`src/hdl/vec3alu_sqrt.sv`:
```
// Pipelined integer square root, one result bit per register stage.
// Standalone; carries an opaque tag alongside each radicand.
module vec3alu_sqrt #(
   parameter int W     = 32,
   parameter int TAG_W = 1
) (
   input  logic             clock,
   input  logic             reset,
   input  logic             enable,
   input  logic             in_valid,
   input  logic [2*W-1:0]   in_rad,
   input  logic [TAG_W-1:0] in_tag,
   output logic             out_valid,
   output logic [W-1:0]     out_root,
   output logic [TAG_W-1:0] out_tag
);
   logic             v_ff    [W];
   logic [TAG_W-1:0] tag_ff  [W];
   logic [W+1:0]     rem_ff  [W];
   logic [W-1:0]     root_ff [W];
   logic [2*W-1:0]   rad_ff  [W];

   for (genvar j = 0; j < W; j++) begin : g_stage
      logic             v_prev;
      logic [TAG_W-1:0] tag_prev;
      logic [W+1:0]     rem_prev;
      logic [W-1:0]     root_prev;
      logic [2*W-1:0]   rad_prev;
      logic [W+1:0]     cur;
      logic [W+1:0]     trial;
      logic             ge;
      logic [W+1:0]     rem_in;
      logic [W-1:0]     root_in;
      logic [2*W-1:0]   rad_in;

      if (j == 0) begin : g_first
         assign v_prev    = in_valid;
         assign tag_prev  = in_tag;
         assign rem_prev  = '0;
         assign root_prev = '0;
         assign rad_prev  = in_rad;
      end else begin : g_next
         assign v_prev    = v_ff[j-1];
         assign tag_prev  = tag_ff[j-1];
         assign rem_prev  = rem_ff[j-1];
         assign root_prev = root_ff[j-1];
         assign rad_prev  = rad_ff[j-1];
      end

      // Bring down the next two radicand bits and try root*4+1.
      always_comb begin
         cur     = {rem_prev[W-1:0], rad_prev[2*W-1:2*W-2]};
         trial   = {root_prev, 2'b01};
         ge      = (cur >= trial);
         rem_in  = ge ? (cur - trial) : cur;
         root_in = {root_prev[W-2:0], ge};
         rad_in  = rad_prev << 2;
      end

      always_ff @(posedge clock) begin
         if (reset) begin
            v_ff[j] <= 1'b0;
         end else if (enable) begin
            v_ff[j] <= v_prev;
         end
      end

      always_ff @(posedge clock) begin
         if (enable) begin
            tag_ff[j]  <= tag_prev;
            rem_ff[j]  <= rem_in;
            root_ff[j] <= root_in;
            rad_ff[j]  <= rad_in;
         end
      end
   end

   assign out_valid = v_ff[W-1];
   assign out_root  = root_ff[W-1];
   assign out_tag   = tag_ff[W-1];

endmodule

```
`config.mk`:
```
export PLATFORM = sky130hd
export DESIGN_NAME = vec3alu_sqrt
export DESIGN_NICKNAME = d
export VERILOG_FILES = /design/src/hdl/vec3alu_sqrt.sv
export SDC_FILE = /design/constraint.sdc
export NUM_CORES = 2
export LEC_CHECK = 0
export BUFFER_PORTS_ARGS = -buffer_cell sky130_fd_sc_hd__buf_4
export CORE_MARGIN = 2
export CORE_UTILIZATION = 40
export DETAILED_ROUTE_END_ITERATION = 10
export SLEW_MARGIN = 5
export SYNTH_ARGS = -nofsm -noshare
export SYNTH_HDL_FRONTEND = slang
export SYNTH_MEMORY_MAX_BITS = 65536
export SYNTH_SLANG_ARGS = --single-unit
```
`constraint.sdc`:
```
create_clock -name clock -period 4.5 [get_ports clock]
set_clock_uncertainty 0.15 [all_clocks]
set_input_delay 1.125 -clock clock [delete_from_list [all_inputs] [get_ports clock]]
set_output_delay 1.125 -clock clock [all_outputs]
set_load 0.005 [all_outputs]
```
== Word level (Yosys, flattened, before mapping) ==
Memory sizes are Yosys's and may differ from the RTL's.
Cells that the tools add are included.
Cells by class
  add/sub/neg operators: 32
  bitwise operators: 32
  order comparisons: 32
  mux-type cells: 70
Operator list (count)
  two-way mux 34 bit: 32
  greater-or-equal comparator 34 bit: 31
  subtractor 34 bit: 31
  two-way mux 1 bit: 38
  OR 1 bit: 32
  subtractor 2 x 1 -> 3 bit (second input constant): 1
  greater-or-equal comparator 2 x 1 -> 1 bit (second input constant): 1
Storage, ports and cells
  memories: 5
  register bits after elaboration: 0
  output and inout bits: 34
  memory bits (writable): 4160
Memory list
  rad_ff: words 32, bits a word 62, rd ports 31, clocked after memory_dff 0, write ports 32, line 21  | logic [2*W-1:0] rad_ff [W];
  rem_ff: words 32, bits a word 34, rd ports 31, clocked after memory_dff 0, write ports 32, line 19  | logic [W+1:0] rem_ff [W];
  root_ff: words 32, bits a word 32, rd ports 32, clocked after memory_dff 0, write ports 32, line 20  | logic [W-1:0] root_ff [W];
  tag_ff: words 32, bits a word 1, rd ports 32, clocked after memory_dff 0, write ports 32, line 18  | logic [TAG_W-1:0] tag_ff [W];
  v_ff: words 32, bits a word 1, rd ports 32, clocked after memory_dff 0, write ports 32, line 17  | logic v_ff [W];

== Logic depth before layout (Yosys ltp) ==
  word-level depth: 4
  mapped depth: 15
  gate-level depth less buffers: 14

== Least setup slack after synthesis ==
OpenSTA, ideal clock, no wires.
  kind: register to register
  start: memory rem_ff[1][449] (netlist bit)
  end: memory rem_ff[1][497] (netlist bit) (data pin)
  required time: 4.090 ns
  setup slack: 1.012 ns
  period minus slack after synthesis: 3.488 ns
  buffers on the path: 2
  library setup time: 0.260 ns
  cell stages (with the launch flop): 14
  arrival time: 3.078 ns
  path through: edfxtp_1 ha_1 clkbuf_1 a21o_1 a31oi_1 o21ai_0 or4_1 a41o_1 a31oi_1 o31ai_1 nand4_1 nand3_1 buf_2 mux2_2
RTL lines (line)
  start: declaration: 19

==> results.json <==
{
  "yosysUniqueCellTypes": 93,
  "gp_congestion": 0.891,
  "clock_sink_count": 2529,
  "drive_above_1_share_pct": 8.74,
  "start_util_pct": 40.3,
  "crit_end": "rem_ff[1][279]",
  "critical_path.max_stage_delay_ns": 0.63,
  "crit_type": "reg -> reg",
  "final_util_pct": 45.7,
  "cts_resized": 0,
  "grtUsageTotal_pct": 16.3,
  "path_buf_inv": 3,
  "leakage_nw": 50.2,
  "synthDominantCellAreaShare_pct": 65.4,
  "std_cell_rows": 197,
  "syn-cell-area_um2": 116000,
  "synth.net_count": 9498,
  "drc": 0,
  "yosys_register_bits": 2529,
  "yosys_warnings": 0,
  "rsz0062_at_grt": "false",
  "finalMaxSlewViolations": 0,
  "nets": 9850,
  "clk_latency_ns": 0.87,
  "path_max_fanout": 35,
  "grt_pass1_vias": 68600,
  "yosysTopAreaCell": "edfxtp_1",
  "initialDrtViolationCount": 4504,
  "nFillCells": 25700,
  "hp-start": "rad_ff[0][401]",
  "ys_top_cells_by_area": "edfxtp_1 (65%), ha_1 (6.0%), xnor2_1 (3.0%)",
  "routed_wl_mm": 244,
  "startpoint": "rem_ff[1][249]",
  "hold_depth": 0,
  "wl_per_cell_um": 18.3,
  "io_buffers": 102,
  "ys_seq_area_share_pct": 65.4,
  "worstReg2RegEnd": "rem_ff[1][279]",
  "die_w_um": 543,
  "dieArea_um2": 295000,
  "vias": 68700,
  "fin_crit_sh_pct": 95.1,
  "multi_input_area_um2": 37000,
  "cts_tree": "done",
  "hold_viol": 0,
  "num_io_pins": 103,
  "status": "complete, no violations",
  "ctsHoldBuffers": 0,
  "post_cts_buffers": 0,
  "clk_path_buf_depth": 4,
  "ant_nets": 0,
  "die_h_um": 543,
  "crit_family": "simple AND/OR/NAND/NOR gates",
  "slew_headroom_pct": 21.6,
  "final.min_clock_period_ns": 4.28,
  "fmax_mhz": 234,
  "synthArstFlopShare_pct": 0,
  "grt.overflow.total": 0,
  "regArea_um2": 75900,
  "dp_hpwl_mm": 176,
  "avgSynthCellArea_um2": 13.1,
  "cp_slowest_cell": "nor4_1",
  "hold_class": "reg -> reg",
  "syn_inst": 8868,
  "core_area_um2": 289000,
  "clockRootBuffer": "clkbuf_16",
  "peakVddDrop_uv": 377,
  "grt_pass1_wl_mm": 383,
  "antenna_found_initial": 4,
  "path_clk_slew_ns": 0.06,
  "drv_cap": 0,
  "crit_chain": "ha_1 -> nand4_1 -> nor4_1 -> o21ai_0 -> nand4_1 -> a21oi_1 -> o21ai_0 -> nor2_1 -> buf_4 -> inv_1 -> buf_12 -> mux2_2",
  "h-tree-depth": 5,
  "start_kind": "register",
  "worst_pin_slew_ns": 1.16,
  "totalPowerFinal_mw": 68.8,
  "cp_num_cells": 12,
  "cts_made_buffers": 282,
  "synth_ff_type": "edfxtp_1",
  "drt_pass1_iterations": 5,
  "synth_edf_count": 2529,
  "tns_ns": 0,
  "cp_data_arrival_time_ns": 4.75,
  "routed_via_density": 5.16,
  "grt_max_degree": 107,
  "cp-end-kind": "register",
  "regToRegSetupSlack_ns": 0.22,
  "rr_worst_depth": 12,
  "cellPowerDensity_nw_per_um2": 521,
  "timing.rr.start": "rem_ff[1][249]",
  "setup_viol": 0,
  "areaGrowthSynthToFinish_pct": 13.6,
  "cp.required_ns": 4.97
}
[area by class of cell]
type | instances | share of cell area [%]
Antenna cell | 2 | 0.00379
Clock buffer | 332 | 5.60
Clock inverter | 171 | 1.41
Inverter | 719 | 2.04
Multi-Input combinational cell | 5454 | 28.0
Sequential cell | 2529 | 57.5
Tap cell | 3880 | 3.68
Timing Repair Buffer | 234 | 1.71
[per-stage QoR]
| step | instance area, um2 | cells | hold WS [ns] | setup WS, ns |
|---|---|---|---|---|
| 3_5_place_dp | 123000 | 12800 | 0.255 | 0.277 |
| 6_report | 132000 | 13300 | 0.244 | 0.218 |
| 5_1_grt | 132000 | 13300 | 0.199 | 0.0235 |
| 4_1_cts | 132000 | 13300 | 0.174 | 0.283 |
| 3_3_place_gp | 123000 | 12800 | 0.250 | 0.259 |
| 2_1_floorplan | 116000 | 8868 | 0.250 | 1.01 |
[synth_stat cells (29+ instances only)]
cell      count
edfxtp_1   2529
inv_1       717
nand2_1     649
a21oi_1     563
ha_1        561
nor2_1      495
o21ai_0     461
xnor2_1     397
xor2_1      385
nor3_1      233
a21o_1      222
nand3_1     141
clkbuf_1    140
nand2b_1    108
nor4_1      100
nand4_1      98
or3_1        95
mux2_2       92
o21a_1       89
nor2b_1      74
and2_1       59
o31ai_1      58
o21bai_1     51
or4_1        48
a31oi_1      47
or2_2        38
and3_1       37
o211ai_1     33
a211oi_1     29
[layer usage]
layer | share of wire, % | up-vias | global-route usage (%)
li1 | - | 33500 | -
met1 | 43 | 33500 | 20.8
met2 | 50 | 1311 | 28.3
met3 | 3.9 | 453 | 2.33
met4 | 3.2 | 2 | 5.33
met5 | 0.0053 | - | 0
[cell families after synthesis]
family / after synthesis / synth area share [%]
XOR/XNOR: 782 / 5.89
AND/OR/NAND/NOR: 2257 / 9.53
flip-flops: 2529 / 65.4
multiplexers: 102 / 0.978
AO/OA/AOI/OAI: 1751 / 9.32
other: 1 / 0.00323
adder cells (fa/ha/maj): 561 / 6.04
buffers and inverters: 885 / 2.88
[cell usage in the layout (no fill, tap or decap), types with 51 or more instances in the layout]
cell / count
nor2_1: 494
edfxtp_1: 2529
nor2b_1: 73
o31ai_1: 58
buf_4: 195
mux2_2: 92
and2_1: 59
xor2_1: 385
xnor2_1: 397
or3_1: 95
nand4_1: 98
clkinv_2: 51
nor3_1: 232
o21bai_1: 51
ha_1: 561
a21oi_1: 562
o21a_1: 89
nand2_1: 649
clkbuf_16: 289
clkinv_1: 52
nand2b_1: 108
a21o_1: 222
nor4_1: 100
nand3_1: 140
o21ai_0: 461
inv_1: 717
[power by group]
group          switching [mW]  total (mW)  internal (mW)  leakage [nW]
Sequential               2.11        32.0           29.8          24.4
Combinational            8.01        13.9           5.91          21.3
Clock                    9.40        22.9           13.5          4.51
[sequential cells by signal (all words and copies together), names as in the netlist]
| register | flops |
|---|---|
| v_ff | 32 |
| root_ff | 528 |
| tag_ff | 32 |
| rad_ff | 992 |
| rem_ff | 945 |
[worst min path at each step]
stage                           to  slack, ns
floorplan           rad_ff[0][100]       0.25
global placement    rad_ff[1][353]       0.25
detailed placement  rad_ff[0][100]       0.25
finish              rad_ff[0][465]       0.24
CTS                  rad_ff[0][25]       0.17
global route         rad_ff[0][37]       0.20
Note: power is estimated with default switching activity, not from simulation.
